<file path="config.mk">
export PLATFORM = sky130hd
export DESIGN_NAME = url_percent_decoder_unit
export DESIGN_NICKNAME = d
export VERILOG_FILES = /design/src/design/upd_pkg.sv /design/src/design/upd_front.sv /design/src/design/upd_queue.sv /design/src/design/upd_back.sv /design/src/design/url_percent_decoder_unit.sv
export SDC_FILE = /design/constraint.sdc
export NUM_CORES = 1
export LEC_CHECK = 0
export ABC_AREA = 1
export BUFFER_PORTS_ARGS = -buffer_cell sky130_fd_sc_hd__buf_2
export CAP_MARGIN = 15
export CORE_MARGIN = 3
export CORE_UTILIZATION = 44
export DETAILED_ROUTE_END_ITERATION = 12
export PLACE_DENSITY = 0.57
export RECOVER_POWER = 100
export SYNTH_ARGS = -nofsm -noshare
export SYNTH_HDL_FRONTEND = slang
export SYNTH_SLANG_ARGS = --single-unit
</file>
<file path="constraint.sdc">
create_clock -name i_clk -period 4.2 [get_ports i_clk]
set_input_delay 0.63 -clock i_clk [delete_from_list [all_inputs] [get_ports i_clk]]
set_output_delay 0.63 -clock i_clk [all_outputs]
set_load 0.05 [all_outputs]
</file>
<file path="src/design/upd_pkg.sv">
// ----------------------------------------------------------------------------
// upd_pkg
// Types, constants and character helpers for the URL percent decoder.
// ----------------------------------------------------------------------------
package upd_pkg;

    localparam int unsigned QueueDepth = 4;

    localparam logic [7:0] ChPercent = 8'h25;
    localparam logic [7:0] ChPlus    = 8'h2B;
    localparam logic [7:0] ChSpace   = 8'h20;
    localparam logic [7:0] ChZero    = 8'h30;
    localparam logic [7:0] ChNine    = 8'h39;
    localparam logic [7:0] ChUpperA  = 8'h41;
    localparam logic [7:0] ChUpperF  = 8'h46;
    localparam logic [7:0] ChLowerA  = 8'h61;
    localparam logic [7:0] ChLowerF  = 8'h66;
    localparam logic [7:0] HexTen    = 8'd10;

    typedef struct packed {
        logic [7:0] in_byte;
        logic       is_end;
    } t_in_item;

    typedef struct packed {
        logic [7:0] out_byte;
        logic       has_byte;
        logic       last;
    } t_out_item;

    // One queued command: one to three results. The has and last flags
    // apply to the final result of the command only.
    typedef struct packed {
        logic [1:0] cnt;
        logic [7:0] byte0;
        logic [7:0] byte1;
        logic [7:0] byte2;
        logic       has;
        logic       last;
    } t_cmd;

    function automatic logic is_hex(input logic [7:0] c);
        return (c >= ChZero && c <= ChNine) || (c >= ChUpperA && c <= ChUpperF) ||
               (c >= ChLowerA && c <= ChLowerF);
    endfunction

    function automatic logic [3:0] hex_value(input logic [7:0] c);
        logic [7:0] v;
        if (c <= ChNine) begin
            v = c - ChZero;
        end else if (c <= ChUpperF) begin
            v = c - ChUpperA + HexTen;
        end else begin
            v = c - ChLowerA + HexTen;
        end
        return v[3:0];
    endfunction

endpackage

</file>
<file path="src/design/upd_front.sv">
// ----------------------------------------------------------------------------
// upd_front
// Accepts input items, tracks held escape characters and turns each item
// into at most one command of zero to three result bytes.
// ----------------------------------------------------------------------------
module upd_front (
    input  logic             i_clk,
    input  logic             i_rst_n,
    input  logic             i_valid,
    output logic             o_ready,
    input  upd_pkg::t_in_item i_data,
    input  logic             i_plus_as_space,
    input  logic             i_q_full,
    output logic             o_push,
    output upd_pkg::t_cmd    o_cmd
);

    logic [1:0] r_held_count, n_held_count;
    logic [7:0] r_held_digit, n_held_digit;
    logic       accept;
    logic [7:0] c;
    logic       c_hex;
    logic       c_pct;
    logic [7:0] fresh_byte;
    upd_pkg::t_cmd cmd;
    logic       emit;

    assign o_ready = !i_q_full;
    assign accept  = i_valid && !i_q_full;
    assign c       = i_data.in_byte;
    assign c_hex   = upd_pkg::is_hex(c);
    assign c_pct   = (c == upd_pkg::ChPercent);
    assign fresh_byte = (c == upd_pkg::ChPlus && i_plus_as_space) ? upd_pkg::ChSpace : c;

    always_comb begin
        cmd          = '0;
        cmd.has      = 1'b1;
        emit         = 1'b0;
        n_held_count = 2'd0;
        n_held_digit = r_held_digit;
        if (i_data.is_end) begin
            emit = 1'b1;
            cmd.last = 1'b1;
            unique case (r_held_count)
                2'd1: begin
                    cmd.cnt   = 2'd1;
                    cmd.byte0 = upd_pkg::ChPercent;
                end
                2'd2: begin
                    cmd.cnt   = 2'd2;
                    cmd.byte0 = upd_pkg::ChPercent;
                    cmd.byte1 = r_held_digit;
                end
                default: begin
                    cmd.cnt = 2'd1;
                    cmd.has = 1'b0;
                end
            endcase
        end else begin
            unique case (r_held_count)
                2'd1: begin
                    if (c_hex) begin
                        n_held_digit = c;
                        n_held_count = 2'd2;
                    end else begin
                        emit      = 1'b1;
                        cmd.byte0 = upd_pkg::ChPercent;
                        cmd.byte1 = fresh_byte;
                        // A second percent sign starts a new escape.
                        cmd.cnt      = c_pct ? 2'd1 : 2'd2;
                        n_held_count = c_pct ? 2'd1 : 2'd0;
                    end
                end
                2'd2: begin
                    emit = 1'b1;
                    if (c_hex) begin
                        cmd.cnt   = 2'd1;
                        cmd.byte0 = {upd_pkg::hex_value(r_held_digit),
                                     upd_pkg::hex_value(c)};
                    end else begin
                        cmd.byte0    = upd_pkg::ChPercent;
                        cmd.byte1    = r_held_digit;
                        cmd.byte2    = fresh_byte;
                        cmd.cnt      = c_pct ? 2'd2 : 2'd3;
                        n_held_count = c_pct ? 2'd1 : 2'd0;
                    end
                end
                default: begin
                    if (c_pct) begin
                        n_held_count = 2'd1;
                    end else begin
                        emit      = 1'b1;
                        cmd.cnt   = 2'd1;
                        cmd.byte0 = fresh_byte;
                    end
                end
            endcase
        end
    end

    assign o_push = accept && emit;
    assign o_cmd  = cmd;

    always_ff @(posedge i_clk) begin
        if (!i_rst_n) begin
            r_held_count <= 2'd0;
        end else if (accept) begin
            r_held_count <= n_held_count;
        end
    end

    always_ff @(posedge i_clk) begin
        if (accept) begin
            r_held_digit <= n_held_digit;
        end
    end

endmodule

</file>
<file path="src/design/upd_queue.sv">
// ----------------------------------------------------------------------------
// upd_queue
// Short first-in first-out queue of commands between the front and back.
// ----------------------------------------------------------------------------
module upd_queue #(
    parameter int unsigned Depth = upd_pkg::QueueDepth
) (
    input  logic          i_clk,
    input  logic          i_rst_n,
    input  logic          i_push,
    input  upd_pkg::t_cmd i_cmd,
    output logic          o_full,
    input  logic          i_pop,
    output logic          o_valid,
    output upd_pkg::t_cmd o_cmd
);

    localparam int unsigned PtrW = (Depth > 1) ? $clog2(Depth) : 1;
    localparam int unsigned CntW = $clog2(Depth + 1);
    localparam logic [PtrW-1:0] LastPtr = PtrW'(Depth - 1);
    localparam logic [CntW-1:0] FullCnt = CntW'(Depth);

    upd_pkg::t_cmd r_mem [Depth];
    logic [PtrW-1:0] r_wr_ptr;
    logic [PtrW-1:0] r_rd_ptr;
    logic [CntW-1:0] r_count;
    logic            do_push;
    logic            do_pop;

    assign o_full  = (r_count == FullCnt);
    assign o_valid = (r_count != '0);
    assign o_cmd   = r_mem[r_rd_ptr];
    assign do_push = i_push && !o_full;
    assign do_pop  = i_pop && o_valid;

    always_ff @(posedge i_clk) begin
        if (do_push) begin
            r_mem[r_wr_ptr] <= i_cmd;
        end
    end

    always_ff @(posedge i_clk) begin
        if (!i_rst_n) begin
            r_wr_ptr <= '0;
            r_rd_ptr <= '0;
            r_count  <= '0;
        end else begin
            if (do_push) begin
                r_wr_ptr <= (r_wr_ptr == LastPtr) ? '0 : r_wr_ptr + 1'b1;
            end
            if (do_pop) begin
                r_rd_ptr <= (r_rd_ptr == LastPtr) ? '0 : r_rd_ptr + 1'b1;
            end
            if (do_push && !do_pop) begin
                r_count <= r_count + 1'b1;
            end else if (do_pop && !do_push) begin
                r_count <= r_count - 1'b1;
            end
        end
    end

endmodule

</file>
<file path="src/design/upd_back.sv">
// ----------------------------------------------------------------------------
// upd_back
// Takes commands from the queue and delivers their result bytes one per
// cycle while the output is not stalled, through a registered output stage.
// ----------------------------------------------------------------------------
module upd_back (
    input  logic               i_clk,
    input  logic               i_rst_n,
    input  logic               i_q_valid,
    input  upd_pkg::t_cmd      i_q_cmd,
    output logic               o_pop,
    output logic               o_valid,
    input  logic               i_ready,
    output upd_pkg::t_out_item o_data
);

    upd_pkg::t_cmd      r_cmd;
    logic [1:0]         r_pos;
    logic               r_busy;
    logic               r_out_valid;
    upd_pkg::t_out_item r_out;
    upd_pkg::t_out_item sel;
    logic               can_load;
    logic               fin;

    assign can_load = !r_out_valid || i_ready;
    assign fin      = r_busy && (r_pos == r_cmd.cnt - 2'd1);
    // The next command is taken in the cycle the current one hands over its
    // final result, so one-result commands flow at one per cycle unless stalled.
    assign o_pop    = i_q_valid && (!r_busy || (can_load && fin));

    always_comb begin
        sel = '0;
        unique case (r_pos)
            2'd0:    sel.out_byte = r_cmd.byte0;
            2'd1:    sel.out_byte = r_cmd.byte1;
            default: sel.out_byte = r_cmd.byte2;
        endcase
        sel.has_byte = !fin || r_cmd.has;
        sel.last     = fin && r_cmd.last;
        if (!sel.has_byte) begin
            sel.out_byte = '0;
        end
    end

    always_ff @(posedge i_clk) begin
        if (!i_rst_n) begin
            r_busy      <= 1'b0;
            r_out_valid <= 1'b0;
            r_pos       <= 2'd0;
        end else begin
            if (can_load) begin
                r_out_valid <= r_busy;
            end
            if (o_pop) begin
                r_busy <= 1'b1;
                r_pos  <= 2'd0;
            end else if (can_load && fin) begin
                r_busy <= 1'b0;
            end else if (can_load && r_busy) begin
                r_pos <= r_pos + 2'd1;
            end
        end
    end

    always_ff @(posedge i_clk) begin
        if (o_pop) begin
            r_cmd <= i_q_cmd;
        end
        if (can_load && r_busy) begin
            r_out <= sel;
        end
    end

    assign o_valid = r_out_valid;
    assign o_data  = r_out;

endmodule

</file>
<file path="src/design/url_percent_decoder_unit.sv">
// ----------------------------------------------------------------------------
// url_percent_decoder_unit
// Streaming URL percent decoder with optional plus-to-space conversion.
// ----------------------------------------------------------------------------
// One input transaction can be accepted every cycle unless the queue is full,
// and results leave at one per cycle unless the output stalls. An input byte
// gives at most one result in steady decoding; a failed escape gives one to
// three and an end marker with held characters one or two, and the single
// output register then sets the pace, one result per cycle, while a short
// command queue lets the input side run on until it fills. Results go through
// the queue, command and output registers. Config writes are always accepted.
module url_percent_decoder_unit #(
    parameter int unsigned QueueDepth = upd_pkg::QueueDepth
) (
    input  logic               i_clk,
    input  logic               i_rst_n,
    input  logic               i_valid,
    output logic               o_ready,
    input  upd_pkg::t_in_item  i_data,
    output logic               o_valid,
    input  logic               i_ready,
    output upd_pkg::t_out_item o_data,
    input  logic               i_cfg_valid,
    output logic               o_cfg_ready,
    input  logic               i_cfg_data
);

    logic          r_plus_as_space;
    logic          q_full;
    logic          q_push;
    logic          q_pop;
    logic          q_valid;
    upd_pkg::t_cmd push_cmd;
    upd_pkg::t_cmd pop_cmd;

    assign o_cfg_ready = 1'b1;

    always_ff @(posedge i_clk) begin
        if (!i_rst_n) begin
            r_plus_as_space <= 1'b1;
        end else if (i_cfg_valid) begin
            r_plus_as_space <= i_cfg_data;
        end
    end

    upd_front u_front (
        .i_clk           (i_clk),
        .i_rst_n         (i_rst_n),
        .i_valid         (i_valid),
        .o_ready         (o_ready),
        .i_data          (i_data),
        .i_plus_as_space (r_plus_as_space),
        .i_q_full        (q_full),
        .o_push          (q_push),
        .o_cmd           (push_cmd)
    );

    upd_queue #(
        .Depth (QueueDepth)
    ) u_queue (
        .i_clk   (i_clk),
        .i_rst_n (i_rst_n),
        .i_push  (q_push),
        .i_cmd   (push_cmd),
        .o_full  (q_full),
        .i_pop   (q_pop),
        .o_valid (q_valid),
        .o_cmd   (pop_cmd)
    );

    upd_back u_back (
        .i_clk     (i_clk),
        .i_rst_n   (i_rst_n),
        .i_q_valid (q_valid),
        .i_q_cmd   (pop_cmd),
        .o_pop     (q_pop),
        .o_valid   (o_valid),
        .i_ready   (i_ready),
        .o_data    (o_data)
    );

endmodule
</file>
==> results by group <==
Placement
  • Port-buffer cells: 26
  • Hpwl dp: 10.5 mm
  • Global placement routability congestion: 0.874
  • Cell Area, Placed: 7820 sq um

Floorplanning
  • # IOs: 28
  • Die Y: 136 um
  • Initial core utilization: 46.0%
  • Core Area: 16200 sq um
  • Die X: 136 um
  • Die area: between 15000 and 20000 sq um
  • Num rows: 46

Pwr
  • LEAKAGE: 3.20 nW
  • Pwr dens: between 600 and 700 nW/um^2
  • Max VDD drop: 0.332 mV

Detailed routing
  • Total wire length: around 16 mm
  • Drt first pass iters: 5
  • Via count: 4924
  • Wire length per cell: roughly 17 um
  • Iteration-0 DRC Markers: roughly 530
  • Via/cell ratio: roughly 5.3
  • DRC Markers: 0
  • Post-route ant nets: 0

STA
  • Worst Skew: 0.00805 ns
  • Tmin final: 3.19 ns
  • TNS Setup: 0 ns
  • Max-slew violations: 0
  • Setup violators final: 0
  • Highest clock rate: around 310 MHz
  • Slew of the pin with the lowest slew margin: 1.40 ns
  • Worst relative slew slack: under 10%
  • Unrepaired setup endpoints after global routing: false
  • Tcrit/Tclk final: 75.8%
  • Final hold violation count: 0

GRT
  • GRT Resource Usage Total: between 10% and 20%
  • First-pass GRT wire length: between 20 and 25 mm
  • Congestion Overflow GR: 0
  • Vias in the first global route: 4555
  • Pin count of the biggest net entering global routing: roughly 60
  • Antenna violations before repair: 0

Logic synthesis
  • Cell with the most instances after synthesis: edfxtp_1
  • Top-area cell type share of the netlist area: between 60% and 70%
  • Ranking of synthesized cells by area: edfxtp_1 (64%), nand2_1 (5.6%), o21ai_0 (5.0%), nor2_1 (4.7%), dfxtp_1 (3.8%)
  • Post-synthesis cell count: 677
  • Syn Std Cell Area: around 7500 sq um
  • Synth Net Count: 710
  • Commonest cells post-synth: edfxtp_1 (158), nand2_1 (111), nor2_1 (93), o21ai_0 (74), inv_1 (63)
  • Asr flop ratio synth: 0%
  • Post-synth cell types: 34
  • FF+latch count, synth: about 170
  • Register area share after synthesis: 67.4%
  • Cell taking the most area after synthesis: edfxtp_1
  • Post-synth EDFFs: 158
  • Ys flop type: edfxtp_1
  • Synth Warn #: 0
  • Mapped Avg Cell Area: between 10 and 15 sq um

Critical path
  • Most frequent CP cell: nand2_1
  • Max FO, Critical Path: 13
  • Worst path max stage delay: 0.45 ns
  • Startpoint types: primary input
  • Slowest CP cell: fa_1
  • Crit end category: flop
  • Crit-path cells: clkbuf_1 > inv_1 > ha_1 > o21ai_0 > nand2_1 > nand3_1 > nand2_1 > nand3_1 > nand2_1 > inv_1 > ha_1 > inv_1 > fa_1 > nor2_1 > nor2_1 > nand2_1 > o21ai_0 > a21oi_1
  • Critical Path AT: 3.54 ns
  • Critical path type: primary input to flop
  • WP data required: about 4.6 ns

Flow run
  • Max_cap viols: 0

CTS
  • CTS Buf Count: 17
  • CTS sink cnt: 172
  • Later-pin clock latency in the skew report: 0.42 ns
  • Post-CTS setup buffers: 0
  • Hold-fix buffers, CTS: 0
  • H-tree Lvls: 4
  • TritonCTS clock tree: done
  • Max clock buf depth: 2
  • Clock slew at reported path FFs: around 0.060 ns
  • CTS root buf: clkbuf_16
  • Post_cts resized: 0

Final layout
  • Synthesis-to-finish area growth: 11.3%
  • Proportion of layout cells with a drive suffix above 1: 6.42%
  • Design area: between 8000 and 9000 sq um
  • Antenna diode count: 0
  • Final Net Count: 737
  • Fillers: 1469

Run status
  • Status: complete, no violations

Hold path
  • Hold Path Class: primary input to flop
==> area by class of cell <==
class | instances | area [sq um] | share of cell area, %
tap | 216 | 270 | 3.26
sequential | 172 | 5020 | 60.5
timing repair buffer | 34 | 145 | 1.75
clock buffer | 20 | 437 | 5.26
clock inverter | 12 | 148 | 1.78
multi-input combinational | 413 | 2030 | 24.4
inverter | 66 | 250 | 3.01
==> registers in the layout, summed over array words and instances (netlist names) <==
name                  count
r_plus_as_space           1
u_back.o_data            10
u_back.o_valid            1
u_back.r_busy             1
u_back.r_cmd             28
u_back.r_pos              2
u_front.r_held_count      2
u_front.r_held_digit      8
u_queue.r_count           3
u_queue.r_mem           112
u_queue.r_rd_ptr          2
u_queue.r_wr_ptr          2
==> through the flow <==
stage               hold WS [ns]  setup slack, ns  total power (W)  util [%]  std cells
global route               0.383            0.689          0.00575      51.1        933
global placement           0.470             1.05          0.00392      48.2        901
CTS                        0.382             1.29          0.00550      51.8        933
floorplan                  0.447             1.09          0.00352         -        677
detailed placement         0.478            0.976          0.00395      48.2        901
finish                     0.393             1.01          0.00543      51.1        933
==> worst max-delay path: cells and delay by family <==
kind            cells  cell delay, ns
fa+ha+maj           3            0.83
simple gates        8            1.15
buf+inv             4            0.57
compound gates      3            0.36
==> layer usage <==
layer	share of wire (%)	vias up	track usage, %
li1	-	2401	-
met1	47	2347	25.8
met2	45	152	26.5
met3	6.3	24	4.92
met4	1.9	0	6.05
met5	0	-	0
==> worst paths after layout <==
kind	startpoint	end	slack, ns	cells past startpoint
min	i_cfg_valid	r_plus_as_space$_SDFFE_PN1P_	0.39	2
max reg2reg	u_queue.r_rd_ptr[1]$_SDFFE_PN0P_	u_back.r_cmd[8]$_DFFE_PP_	1.24	4
max	i_data[1]	u_queue.r_count[2]$_SDFFE_PN0P_	1.01	18
min reg2reg	r_plus_as_space$_SDFFE_PN1P_	r_plus_as_space$_SDFFE_PN1P_	0.48	2
==> where the power goes <==
| group | internal, W | total, W | switching, W | leakage (nW) |
|---|---|---|---|---|
| clock network | 0.000929 | 0.00155 | 0.000621 | 0.273 |
| registers | 0.00233 | 0.00243 | 0.0000981 | 1.66 |
| logic | 0.000370 | 0.00145 | 0.00108 | 1.26 |
==> placed cells by master, fill, tap and decap left out, types with 17 or more instances in the layout <==
| cell type | synthesis | routed |
|---|---|---|
| edfxtp_1 | 158 | 158 |
| nand2_1 | 111 | 112 |
| nor2_1 | 93 | 91 |
| o21ai_0 | 74 | 78 |
| inv_1 | 63 | 63 |
| nand3_1 | 32 | 34 |
| o22ai_1 | 33 | 33 |
| a21oi_1 | 27 | 27 |
| clkbuf_1 | 22 | 27 |
| ha_1 | 17 | 17 |
| clkbuf_16 | 0 | 17 |
==> cell families (layout without fill, tap and decap cells) <==
logic type,count (synthesis),after routing,share of synthesized area (%)
other cells,1,1,0.0503
fa+ha+maj,18,18,3.12
buf+inv,92,132,4.85
simple gates,249,249,14.0
compound gates,141,141,10.1
xor+xnor,4,4,0.470
flops,172,172,67.4
No activity file was read; power rests on OpenSTA's default activity.
